===== src/rtl/bsa_pkg.sv =====
`timescale 1ns / 1ps
// ----------------------------------------------------------------------------
// bsa_pkg: shared types and constants
// Item types of the sorter channels and the request format that runs from
// the front part to the back part.
// ----------------------------------------------------------------------------
package bsa_pkg;

  localparam int MAX_ELEMENTS_DEF = 16;
  localparam int VALUE_W          = 32;

  typedef struct packed {
    logic signed [VALUE_W-1:0] value;
    logic                      last_in;
  } in_item_t;

  typedef struct packed {
    logic signed [VALUE_W-1:0] sorted_value;
    logic                      last_out;
    logic                      overflowed;
  } out_item_t;

  typedef struct packed {
    logic signed [VALUE_W-1:0] value;
    logic                      store;
    logic                      last;
    logic                      ovf;
  } cmd_t;

endpackage


===== src/rtl/bsa_front.sv =====
`timescale 1ns / 1ps
// ----------------------------------------------------------------------------
// bsa_front: request classifier
// Counts the values of the current set, decides whether each one is kept or
// dropped and forwards a request with the running overflow state.
// ----------------------------------------------------------------------------
module bsa_front #(
  parameter int MAX_ELEMENTS = bsa_pkg::MAX_ELEMENTS_DEF
) (
  input  logic             clk,
  input  logic             rst_n,
  input  logic             push,
  output logic             full,
  input  bsa_pkg::in_item_t in_item,
  output logic             cmd_push,
  input  logic             cmd_full,
  output bsa_pkg::cmd_t    cmd
);
  import bsa_pkg::*;

  localparam int CNT_W = $clog2(MAX_ELEMENTS + 1);

  logic [CNT_W-1:0] count_r, count_nxt;
  logic             ovf_r, ovf_nxt;
  logic             accept;

  assign full     = cmd_full;
  assign accept   = push && !cmd_full;
  assign cmd_push = accept;

  always_comb begin
    cmd.value = in_item.value;
    cmd.last  = in_item.last_in;
    cmd.store = (count_r < CNT_W'(MAX_ELEMENTS));
    cmd.ovf   = ovf_r || !cmd.store;
  end

  always_comb begin
    count_nxt = count_r;
    ovf_nxt   = ovf_r;
    if (accept) begin
      if (in_item.last_in) begin
        count_nxt = '0;
        ovf_nxt   = 1'b0;
      end else begin
        count_nxt = count_r + CNT_W'(cmd.store);
        ovf_nxt   = cmd.ovf;
      end
    end
  end

  always_ff @(posedge clk) begin
    if (!rst_n) begin
      count_r <= '0;
      ovf_r   <= 1'b0;
    end else begin
      count_r <= count_nxt;
      ovf_r   <= ovf_nxt;
    end
  end

endmodule


===== src/rtl/bsa_cmd_fifo.sv =====
`timescale 1ns / 1ps
// ----------------------------------------------------------------------------
// bsa_cmd_fifo: request queue
// Two-entry queue that decouples the classifier from the sorting engine.
// ----------------------------------------------------------------------------
module bsa_cmd_fifo (
  input  logic          clk,
  input  logic          rst_n,
  input  logic          wr_en,
  input  bsa_pkg::cmd_t wr_data,
  output logic          full,
  input  logic          rd_en,
  output bsa_pkg::cmd_t rd_data,
  output logic          empty
);
  import bsa_pkg::*;

  cmd_t       mem_r [2];
  logic       wr_ptr_r, wr_ptr_nxt;
  logic       rd_ptr_r, rd_ptr_nxt;
  logic [1:0] cnt_r, cnt_nxt;
  logic       do_wr, do_rd;

  assign full    = (cnt_r == 2'd2);
  assign empty   = (cnt_r == 2'd0);
  assign do_wr   = wr_en && !full;
  assign do_rd   = rd_en && !empty;
  assign rd_data = mem_r[rd_ptr_r];

  always_comb begin
    wr_ptr_nxt = wr_ptr_r ^ do_wr;
    rd_ptr_nxt = rd_ptr_r ^ do_rd;
    cnt_nxt    = cnt_r + 2'(do_wr) - 2'(do_rd);
  end

  always_ff @(posedge clk) begin
    if (do_wr) begin
      mem_r[wr_ptr_r] <= wr_data;
    end
  end

  always_ff @(posedge clk) begin
    if (!rst_n) begin
      wr_ptr_r <= 1'b0;
      rd_ptr_r <= 1'b0;
      cnt_r    <= 2'd0;
    end else begin
      wr_ptr_r <= wr_ptr_nxt;
      rd_ptr_r <= rd_ptr_nxt;
      cnt_r    <= cnt_nxt;
    end
  end

endmodule


===== src/rtl/bsa_back.sv =====
`timescale 1ns / 1ps
// ----------------------------------------------------------------------------
// bsa_back: sorting engine
// Keeps the set in a memory in ascending order by insertion, one
// compare-and-shift step at a time, and streams it out at the end of a set.
// ----------------------------------------------------------------------------
module bsa_back #(
  parameter int MAX_ELEMENTS = bsa_pkg::MAX_ELEMENTS_DEF
) (
  input  logic              clk,
  input  logic              rst_n,
  input  logic              cmd_empty,
  input  bsa_pkg::cmd_t     cmd,
  output logic              cmd_pop,
  output logic              empty,
  input  logic              pop,
  output bsa_pkg::out_item_t out_item
);
  import bsa_pkg::*;

  localparam int CNT_W  = $clog2(MAX_ELEMENTS + 1);
  localparam int ADDR_W = $clog2(MAX_ELEMENTS);

  localparam logic [2:0] ST_IDLE    = 3'd0;
  localparam logic [2:0] ST_INS_RD  = 3'd1;
  localparam logic [2:0] ST_INS_CMP = 3'd2;
  localparam logic [2:0] ST_INS_PUT = 3'd3;
  localparam logic [2:0] ST_EMIT_RD = 3'd4;
  localparam logic [2:0] ST_EMIT_LD = 3'd5;

  logic signed [VALUE_W-1:0] mem [MAX_ELEMENTS];
  logic signed [VALUE_W-1:0] rdata_r;

  logic [2:0]                state_r, state_nxt;
  logic [CNT_W-1:0]          cnt_r, cnt_nxt;
  logic [ADDR_W-1:0]         j_r, j_nxt;
  logic [ADDR_W-1:0]         k_r, k_nxt;
  logic signed [VALUE_W-1:0] val_r, val_nxt;
  logic                      last_r, last_nxt;
  logic                      ovf_r, ovf_nxt;
  out_item_t                 out_r, out_nxt;
  logic                      out_valid_r, out_valid_nxt;

  logic                      we, re;
  logic [ADDR_W-1:0]         waddr, raddr;
  logic signed [VALUE_W-1:0] wdata;
  logic [ADDR_W-1:0]         top_idx;
  logic                      out_free;

  assign empty    = !out_valid_r;
  assign out_item = out_r;
  assign top_idx  = ADDR_W'(cnt_r - CNT_W'(1));
  assign out_free = !out_valid_r || pop;

  always_comb begin
    state_nxt     = state_r;
    cnt_nxt       = cnt_r;
    j_nxt         = j_r;
    k_nxt         = k_r;
    val_nxt       = val_r;
    last_nxt      = last_r;
    ovf_nxt       = ovf_r;
    out_nxt       = out_r;
    out_valid_nxt = out_valid_r && !pop;
    cmd_pop       = 1'b0;
    we            = 1'b0;
    re            = 1'b0;
    waddr         = j_r + ADDR_W'(1);
    wdata         = val_r;
    raddr         = j_r;
    unique case (state_r)
      ST_IDLE: begin
        if (!cmd_empty) begin
          cmd_pop  = 1'b1;
          val_nxt  = cmd.value;
          last_nxt = cmd.last;
          ovf_nxt  = cmd.ovf;
          k_nxt    = '0;
          if (cmd.store && cnt_r == '0) begin
            we        = 1'b1;
            waddr     = '0;
            wdata     = cmd.value;
            cnt_nxt   = CNT_W'(1);
            state_nxt = cmd.last ? ST_EMIT_RD : ST_IDLE;
          end else if (cmd.store) begin
            j_nxt     = top_idx;
            state_nxt = ST_INS_RD;
          end else begin
            state_nxt = cmd.last ? ST_EMIT_RD : ST_IDLE;
          end
        end
      end
      ST_INS_RD: begin
        re        = 1'b1;
        state_nxt = ST_INS_CMP;
      end
      ST_INS_CMP: begin
        we = 1'b1;
        if (rdata_r > val_r) begin
          wdata = rdata_r;
          if (j_r == '0) begin
            state_nxt = ST_INS_PUT;
          end else begin
            j_nxt     = j_r - ADDR_W'(1);
            state_nxt = ST_INS_RD;
          end
        end else begin
          cnt_nxt   = cnt_r + CNT_W'(1);
          state_nxt = last_r ? ST_EMIT_RD : ST_IDLE;
        end
      end
      ST_INS_PUT: begin
        we        = 1'b1;
        waddr     = '0;
        cnt_nxt   = cnt_r + CNT_W'(1);
        state_nxt = last_r ? ST_EMIT_RD : ST_IDLE;
      end
      ST_EMIT_RD: begin
        re        = 1'b1;
        raddr     = k_r;
        state_nxt = ST_EMIT_LD;
      end
      ST_EMIT_LD: begin
        if (out_free) begin
          out_valid_nxt        = 1'b1;
          out_nxt.sorted_value = rdata_r;
          out_nxt.last_out     = (k_r == top_idx);
          out_nxt.overflowed   = ovf_r;
          if (k_r == top_idx) begin
            cnt_nxt   = '0;
            state_nxt = ST_IDLE;
          end else begin
            k_nxt     = k_r + ADDR_W'(1);
            state_nxt = ST_EMIT_RD;
          end
        end
      end
      default: begin
        state_nxt = ST_IDLE;
      end
    endcase
  end

  always_ff @(posedge clk) begin
    if (we) begin
      mem[waddr] <= wdata;
    end
    if (re) begin
      rdata_r <= mem[raddr];
    end
  end

  always_ff @(posedge clk) begin
    j_r    <= j_nxt;
    k_r    <= k_nxt;
    val_r  <= val_nxt;
    last_r <= last_nxt;
    ovf_r  <= ovf_nxt;
    out_r  <= out_nxt;
  end

  always_ff @(posedge clk) begin
    if (!rst_n) begin
      state_r     <= ST_IDLE;
      cnt_r       <= '0;
      out_valid_r <= 1'b0;
    end else begin
      state_r     <= state_nxt;
      cnt_r       <= cnt_nxt;
      out_valid_r <= out_valid_nxt;
    end
  end

endmodule


===== src/rtl/bubble_sort_ascending.sv =====
`timescale 1ns / 1ps
// ----------------------------------------------------------------------------
// bubble_sort_ascending: stable ascending sorter of signed 32-bit sets
// Collects a set of values up to last_in, sorts it stably in ascending order
// and returns it as a stream of results, the final one marked by last_out.
// ----------------------------------------------------------------------------
// Values are kept sorted in a single-port-write, single-port-read memory as
// they arrive. The first value of a set is written straight to the front and
// a dropped value writes nothing. Any other value is compared with the stored
// values from the top down: each larger one shifts one place up, and the
// value is written above the first one not larger, or at the front. At the end
// of a set each result is one memory read and one load of the output register,
// which waits until that register is free or popped. A two-entry request queue
// lets the next set start arriving while the current one is still being placed
// or emitted. Values past MAX_ELEMENTS in a set are dropped and every result of
// that set has overflowed set.
module bubble_sort_ascending #(
  parameter int MAX_ELEMENTS = bsa_pkg::MAX_ELEMENTS_DEF
) (
  input  logic               clk,
  input  logic               rst_n,
  input  logic               push,
  output logic               full,
  input  bsa_pkg::in_item_t  in_item,
  output logic               empty,
  input  logic               pop,
  output bsa_pkg::out_item_t out_item
);
  import bsa_pkg::*;

  cmd_t fe_cmd;
  cmd_t be_cmd;
  logic fe_push;
  logic q_full;
  logic q_empty;
  logic be_pop;

  bsa_front #(
    .MAX_ELEMENTS(MAX_ELEMENTS)
  ) u_front (
    .clk     (clk),
    .rst_n   (rst_n),
    .push    (push),
    .full    (full),
    .in_item (in_item),
    .cmd_push(fe_push),
    .cmd_full(q_full),
    .cmd     (fe_cmd)
  );

  bsa_cmd_fifo u_fifo (
    .clk    (clk),
    .rst_n  (rst_n),
    .wr_en  (fe_push),
    .wr_data(fe_cmd),
    .full   (q_full),
    .rd_en  (be_pop),
    .rd_data(be_cmd),
    .empty  (q_empty)
  );

  bsa_back #(
    .MAX_ELEMENTS(MAX_ELEMENTS)
  ) u_back (
    .clk      (clk),
    .rst_n    (rst_n),
    .cmd_empty(q_empty),
    .cmd      (be_cmd),
    .cmd_pop  (be_pop),
    .empty    (empty),
    .pop      (pop),
    .out_item (out_item)
  );

endmodule

===== config.mk =====
export PLATFORM = sky130hd
export DESIGN_NAME = bubble_sort_ascending
export DESIGN_NICKNAME = d
export VERILOG_FILES = /design/src/rtl/bsa_pkg.sv /design/src/rtl/bsa_front.sv /design/src/rtl/bsa_cmd_fifo.sv /design/src/rtl/bsa_back.sv /design/src/rtl/bubble_sort_ascending.sv
export SDC_FILE = /design/constraint.sdc
export NUM_CORES = 1
export LEC_CHECK = 0
export ABC_CLOCK_PERIOD_IN_PS = 9900
export BUFFER_PORTS_ARGS = -buffer_cell sky130_fd_sc_hd__buf_2
export CORE_MARGIN = 2
export CORE_UTILIZATION = 40
export DETAILED_ROUTE_END_ITERATION = 10
export HOLD_SLACK_MARGIN = 0.12
export PLACE_DENSITY = 0.58
export SYNTH_ARGS = -nofsm -noshare
export SYNTH_HDL_FRONTEND = slang
export SYNTH_SLANG_ARGS = --single-unit

===== constraint.sdc =====
create_clock -name clk -period 9.9 [get_ports clk]
set_input_delay 1.485 -clock clk [delete_from_list [all_inputs] [get_ports clk]]
set_output_delay 1.485 -clock clk [all_outputs]
set_load 0.01 [all_outputs]

# Word-level counts from Yosys, hierarchy flattened
# Memory sizes are Yosys's and may differ from the RTL's. A register that Yosys moved wholly into a read port is not among the register bits.
# Index checks and enable logic that the tools add are counted.
# totals
reg_bits	95
ram_bits	582
in_bits	37
output_inout_bits	36
wordCells	124
memories	2
# op_classes
n_addsub	8
order_cmp	2
eq_ne	17
muxes	49
n_bitwise	3
reduce_logical	27
# memory_table
name	words	word_bits	read_ports	rd_clocked_by_memory_dff	write_ports	line_no	rtl
u_back.mem	16	32	1	1	1	bsa_back.sv:31	logic signed [VALUE_W-1:0] mem [MAX_ELEMENTS];
u_fifo.mem_r	2	35	1	1	1	bsa_cmd_fifo.sv:18	cmd_t mem_r [2];
# op_table
operator	count
32-bit 2-to-1 mux	3
32-bit one-hot mux with 2 select lines	1
4-bit 2-to-1 mux	11
32-bit > comparator	1
5-bit 2-to-1 mux	6
3-bit 2-to-1 mux	8
4-bit one-hot mux with 2 select lines	3
5-bit one-hot mux with 4 select lines	1
3-bit one-hot mux with 6 select lines	1
1-bit 2-to-1 mux	13
6-bit AND reduction	2
2-bit by 1-bit != test with 1-bit output, second input constant	5
2-bit != test, second input constant	5
4-bit by 1-bit adder with 4-bit output, second input constant	2
4-bit by 1-bit subtractor with 4-bit output, second input constant	2
3-bit by 2-bit equality test with 1-bit output, second input constant	2
3-bit equality test, second input constant	2
2-bit AND reduction	3
5-bit by 1-bit adder with 5-bit output	1
5-bit by 1-bit adder with 5-bit output, second input constant	1
1-bit logical AND	5
1-bit logical NOT	5
5-bit logical NOT	1
5-bit < comparator, second input constant	1
17 further kinds	21

# Longest topological paths before layout
# Gate-level depths: netlist of the first run.
# depth
word_depth	7
ltp_mapped	11
depth_no_buf	9

# Cells and area by module
# Synthesis of the first run repeated with hierarchy kept, for this count alone.
# unflattened
hier_cells	1648
area_unflattened_um2	29360.7
# by_module_without_submodules
module	instances	cells_per_inst	area_per_inst_um2
bsa_back	1	1447	25903.6
bsa_cmd_fifo	1	134	2917.8
bsa_front	1	67	539.3

# Worst setup path after synthesis of the first run
# No wires, ideal clock.
# synth_path
kind	reg2reg
from	reg u_back.state_r[2]
to	reg u_fifo.cnt_r[1]
setup_time_ns	0.119
arrival_time_ns	4.493
required_time_ns	9.781
setup_slack_ns	5.288
stages_incl_launch_ff	10
path_buffers	1
period_less_slack_ns	4.612
cell_sequence	dfxtp_1 buf_4 or2_2 nor3_1 ha_1 inv_1 ha_1 xor2_1 xnor2_1 nor2_1
# synth_via
elab_chain_len	4
# synth_lines
element	line_no	rtl
from (decl)	bsa_back.sv:34	logic [2:0] state_r, state_nxt;
from (signal assigned)	bsa_back.sv:168	state_r <= state_nxt;
3-bit logical NOT	bsa_back.sv:71	unique case (state_r)
1-bit 2-to-1 mux	bsa_back.sv:71	
named net be_pop	bubble_sort_ascending.sv:36	logic be_pop;
1-bit logical AND	bsa_cmd_fifo.sv:27	assign do_rd = rd_en && !empty;
2-bit by 1-bit subtractor with 2-bit output	bsa_cmd_fifo.sv:33	cnt_nxt = cnt_r + 2'(do_wr) - 2'(do_rd);
to (signal assigned)	bsa_cmd_fifo.sv:50	cnt_r <= cnt_nxt;
to (decl)	bsa_cmd_fifo.sv:21	logic [1:0] cnt_r, cnt_nxt;
# The timed path passes the listed nets, and every way through them passes these cells.
# A chain may end at the register's enable or synchronous reset.

==> impl_metrics.toml, run 1 <==
[setup_path]
crit_type = "reg -> reg"
reg2reg_to = "u_back.mem[13][8]"
crit_path_cell_trace = "mux2_2 -> nor4b_1 -> o21ai_1 -> nor2_1 -> a21oi_1 -> o21ai_0 -> nor2_4 -> buf_4"
cp_slowest_stage_delay_ns = 0.87
cp_num_buf_inv = 1
r2r_slack_ns = 5.55
slowest_stage = "dfxtp_2"
reg2regPathDepth = 8
crit_fanout = 35
worst_ep_arrival_time_ns = 4.59
cp.required_ns = 10.14
cp-end-kind = "flip-flop"
cp.depth = 8
path_delay_family = "compound AO/OA/AOI/OAI gates"
start_kind = "flip-flop"

[yosys]
yosys.area.top_type = "edfxtp_1"
synthArstFlopShare_pct = 0
synth_area_per_cell_um2 = 18.81
ys.warnings.count = 0
synth_cells = 1519
ys.flop_type = "edfxtp_1"
ys_types = 58
syn-num-nets = 1601
synth_top_area_share_pct = 72.51
syn_area_um2 = 28580
ys_ff_latch = 710
synth_area_leaders = "edfxtp_1 73%, mux4_2 10%, ha_1 2.0%"
yosysSeqAreaShare_pct = 73.91
synth_edf_count = 690

[detailed_routing]
vias = 14670
drt_iter0_drc = 1463
first_pass_iters = 5
viasPerCell = 5.577
wl_per_cell_um = 26.05
wirelength_mm = 68.50
drc = 0
ant_nets = 0

[floorplan]
die_y_um = 271.3
rows = 98
core_um2 = 71120
die_x_um = 271.3
dieArea_um2 = 73600
start_util_pct = 40.18
io_pins = 73

[pwr]
total_power_mw = 10.76
power.density_nw_per_um2 = 331.1
ir_drop_v = 0.0002914
p_leak_nw = 10.61

[timing]
slew_viol_final = 0
whs_ns = 0.4279
period_share_pct = 43.97
tightest_slew_ns = 1.405
fin_skew_ns = 0.02834
setup_viol = 0
setup_tns_ns = 0
fmax_mhz = 229.7
hold_violations = 0
fin_crit_ns = 4.353
slew-limit-headroom_pct = 5.372
rsz0062_at_grt = "no"
setup_ws_ns = 5.547

[worst_hold_path]
hold_path_class = "reg -> reg"
hold_path_end = "u_back.out_item[0]"
hold_depth = 0
hold_start = "u_back.ovf_r"

[clock_network]
cts_tree = "yes"
cts_setup_buffers = 0
holdBufCountCts = 0
htree_levels = 3
cts_buffers = 75
clk_latency_ns = 0.61
clock_path_buffers = 3
cts.clk_slew.worst_paths_ns = 0.06
cts_root_buffer = "clkbuf_16"
cts_sinks = 710
cts_resized = 0

[place]
numPlacedInstances = 2498
post-place-ws_ns = 5.524
gp_congestion = 0.7896
place_area_um2 = 30120
port_buffers = 72
dp_hpwl_mm = 37.91

[global_route]
antenna_found_initial = 0
grt_max_degree = 129
gr-total-overflow = 0
grt_pass1_vias = 14960
grtUsageTotal_pct = 18.73
grt_first_pass_wirelength_mm = 101.0

[final_layout]
design_area_um2 = 32490
stdcell_count = 2630
nets = 1707
num_antenna_cells = 0
nFillCells = 6066
area_growth_pct = 13.70
final_core_util_pct = 45.68
drive_above_1_share_pct = 25.36

[job]
cap_violations = 0

[status]
status = "finished clean"
-- per-layer routing --
| metal | share of wire (%) | track usage, % | vias up |
|---|---|---|---|
| met5 | 0 | 0 | - |
| met4 | 2.3 | 4.974 | 0 |
| met3 | 5.2 | 2.875 | 110 |
| met2 | 49 | 30.99 | 442 |
| met1 | 43 | 25.97 | 7782 |
| li1 | - | - | 6334 |
-- where the power goes --
part | leakage [nW] | switching (mW) | internal, mW | total, mW
Sequential | 6.43 | 0.273 | 4.46 | 4.74
Combinational | 3.03 | 2.14 | 1.15 | 3.28
Clock | 1.15 | 1.12 | 1.61 | 2.74
-- cell type report --
type                       count  area (um^2)  area share (%)
tap                          950         1189           3.658
multi-input combinational    690         7020           21.61
clock buffer                  89         1951           6.004
clock inverter                43        420.4           1.294
inverter                      45        168.9          0.5199
sequential                   710        21120           65.01
timing repair buffer         103        618.1           1.902
-- state kept, by name (all words and copies together) (netlist names), named ones only --
signal,count
u_back.ovf_r,1
u_fifo.cnt_r,2
u_front.count_r,5
u_back.cnt_r,5
u_back.mem,512
u_fifo.rd_ptr_r,1
u_back.last_r,1
u_front.ovf_r,1
u_back.out_valid_r,1
u_back.rdata_r,32
u_back.val_r,32
u_back.out_item,34
u_back.j_r,4
u_back.state_r,3
u_fifo.mem_r,70
u_fifo.wr_ptr_r,1
u_back.k_r,4
-- cells in the final DEF (no fill, tap or decap), drive strengths merged, types with 2 or more instances in the layout --
master / Yosys / layout
a31oi: 34 / 34
nor4: 2 / 2
a221oi: 2 / 2
nand2: 96 / 96
edfxtp: 690 / 690
a21o: 2 / 2
and4: 3 / 3
nor3: 4 / 4
a211oi: 34 / 34
xnor2: 7 / 7
buf: 48 / 103
clkbuf: 26 / 89
clkinv: 0 / 30
o21ai: 14 / 14
nor2: 85 / 85
ha: 45 / 45
dfxtp: 20 / 20
o211ai: 2 / 2
inv: 45 / 46
and2: 35 / 35
a221o: 32 / 32
xor2: 9 / 9
nand3: 7 / 7
mux4: 128 / 128
clkinvlp: 0 / 4
mux2: 36 / 36
nand4: 10 / 10
a21oi: 30 / 30
or2: 2 / 2
mux2i: 11 / 11
bufinv: 0 / 8
a22oi: 32 / 32
nor2b: 5 / 5
nand2b: 7 / 7
-- worst max path at each step --
stage                            startpoint                  to
after CTS                         flip-flop   u_back.mem[13][8]
final                             flip-flop   u_back.mem[13][8]
after global routing              flip-flop  u_back.mem[13][14]
after global placement            flip-flop  u_back.mem[13][10]
after detailed placement          flip-flop   u_back.mem[13][8]
after floorplan           u_back.state_r[2]     u_fifo.cnt_r[1]
-- synth_stat cells, types with 20 or more instances --
library cell	instances
edfxtp_1	690
mux4_2	128
nand2_1	96
nor2_1	84
ha_1	45
inv_1	45
mux2_2	36
and2_1	35
a31oi_1	34
a221o_1	32
a22oi_1	32
a21oi_1	28
buf_2	27
clkbuf_1	26
dfxtp_1	20
-- cells by family after synthesis --
family | share of synthesized area (%)
adders and majority gates | 1.970
xor gates and xnor gates | 0.5692
and+or+nand+nor | 4.225
muxes | 11.89
DFF | 73.91
AOI/OAI and AO/OA | 5.224
buffers and inverters | 2.211
(Power assumes the default switching activity.)
==> inputs of run 2 (changes only) <==
ABC_CLOCK_PERIOD_IN_PS = 3800   (was 9900)
PLACE_DENSITY = 0.6   (was 0.58)
clock period = 3.8 ns   (was 9.9 ns; I/O delays follow)
==> run 2 against run 1 <==
Combinational power grew to 2.9 times the previous value. First-iteration DRC count is 0.34% higher. Critical path depth increased by 1. Wire length increased by 6.6%. Clock skew decreased by 0.011 ns. Hold slack got worse by 0.27 ns. Clock power increased to 2.6 times the previous value. Fmax increased by 21%. Global-route usage rose by 1.1 points. Register-to-register slack worse by 5.4 ns. Sequential share of layout area fell by 2.0 points. Critical path type unchanged. Highest routed layer unchanged.
==> impl_metrics.toml, run 2 (synthesis results as in run 1) <==
[status]
status = "finished clean"

[clock_network]
cts.clk_slew.worst_paths_ns = 0.06
htree_levels = 3
cts_tree = "yes"
clock_path_buffers = 3
cts_root_buffer = "clkbuf_16"
cts_buffers = 76
cts_setup_buffers = 0
cts_sinks = 710
clk_latency_ns = 0.62

[setup_path]
crit_fanout = 16
cp-end-kind = "flip-flop"
cp_num_buf_inv = 1
cp.required_ns = 4.14
timing.rr.start = "u_back.rdata_r[25]"
start_kind = "flip-flop"
r2r_slack_ns = 0.19
slowest_stage = "a221o_1"
reg2reg_to = "u_back.mem[0][19]"
crit_path_cell_trace = "ha_1 -> nand4_1 -> nor4_2 -> nand2_1 -> a31o_2 -> a21oi_4 -> and2_1 -> buf_12 -> a221o_1"
worst_ep_arrival_time_ns = 3.95
reg2regPathDepth = 9
path_delay_family = "simple AND/OR/NAND/NOR gates"
cp_slowest_stage_delay_ns = 0.50
crit_type = "reg -> reg"
cp.depth = 9
critPathLaunch = "u_back.rdata_r[25]"

[floorplan]
die_y_um = 271.3
die_x_um = 271.3
dieArea_um2 = 73600
core_um2 = 71120
io_pins = 73
start_util_pct = 40.18
rows = 98

[detailed_routing]
ant_nets = 0
drt_iter0_drc = 1468
drc = 0
wirelength_mm = 73.00
wl_per_cell_um = 27.21
first_pass_iters = 5
viasPerCell = 5.618
vias = 15070

[pwr]
ir_drop_v = 0.0004407
power.density_nw_per_um2 = 866.8
p_leak_nw = 11.04

[final_layout]
largest_reg_flops = 512
regMostFlops = "u_back.mem"
final_cell_mix = "690 x edfxtp_1, 128 x mux4_2, 96 x nand2_1"
stdcell_count = 2683
num_antenna_cells = 0
register_area_um2 = 21120
final_common_cell = "edfxtp_1"
nFillCells = 5985
multi_input_area_um2 = 7038
drive_above_1_share_pct = 27.06
nets = 1755
area_growth_pct = 17.29

[global_route]
grt_max_degree = 65
use_met2_pct = 32.41
grt_pass1_vias = 15360
antenna_found_initial = 0
grt_first_pass_wirelength_mm = 105.3
grt_busiest_layer = "met2"
use_met1_pct = 27.36
grtUsageTotal_pct = 19.81
grt_use_met3_pct = 3.308
gr-total-overflow = 0

[timing]
setup_viol = 0
rsz0062_at_grt = "no"
slew-limit-headroom_pct = 33.36
tightest_slew_ns = 0.9996
whs_ns = 0.1553
setup_tns_ns = 0
fmax_mhz = 277.1
hold_violations = 0
fin_crit_ns = 3.609
period_share_pct = 94.96
fin_skew_ns = 0.01710
slew_viol_final = 0

[worst_hold_path]
hold_start = "in_item[27]"
hold_path_end = "u_fifo.mem_r[0][29]"
hold_path_class = "in -> reg"
hold_depth = 1

[place]
port_buffers = 72
numPlacedInstances = 2533
dp_hpwl_mm = 38.87
gp_congestion = 0.8104

[job]
cap_violations = 0
==> run 2: changes by cell type in the layout (fill, tap and decap cells not counted), sizes merged <==
| cell | delta |
|---|---|
| buf | +35 |
| inv | +3 |
| bufinv | -2 |
| clkbuf | +9 |
| clkinvlp | -2 |
| dlygate4sd3 | +12 |
| clkinv | -2 |
==> run 2: layer usage <==
metal  share of wire (%)  up-vias
met5                   0        -
met3                 6.0      117
met1                  43     7985
met2                  48      531
met4                 2.7        0
li1                    -     6441
==> run 2: per-stage QoR <==
stage          setup slack, ns  total power, mW  util, %  cell area (um^2)
3_5_place_dp            0.2943            21.96    43.54             30960
2_1_floorplan           0.2317            18.24        -             28580
3_3_place_gp            0.4229            21.70    43.54             30960
5_1_grt                0.01296            30.35    47.13             33520
4_1_cts                 0.2502            29.24    47.13             33520
6_report                0.1915            29.05    47.13             33520
==> run 2: power breakdown <==
group,internal [mW],switching (mW)
Sequential,11.6,0.560
Clock,4.24,2.99
Combinational,3.82,5.84
Total,19.7,9.39
==> run 2: worst max path at each step <==
stage | endpoint | slack [ns]
after floorplan | u_back.mem[1][0] | 0.23
after global placement | u_back.mem[9][16] | 0.42
after detailed placement | u_back.mem[9][16] | 0.29
after CTS | u_back.mem[0][19] | 0.25
after global routing | u_back.mem[15][16] | 0.01
final | u_back.mem[0][19] | 0.19
==> run 2: area by class of cell <==
cell class / instances / area share (%)
Tap cell: 950 / 3.546
Sequential cell: 710 / 63.02
Timing Repair Buffer: 150 / 4.666
Inverter: 45 / 0.5040
Multi-Input combinational cell: 690 / 21.00
Clock inverter: 40 / 1.154
Clock buffer: 98 / 6.111
==> run 2: what timing repair did <==
item / CTS / global route
hold buffers: 12 / 0
endpoints found under the hold margin: 23 / 0
resized for setup: 0 / 0
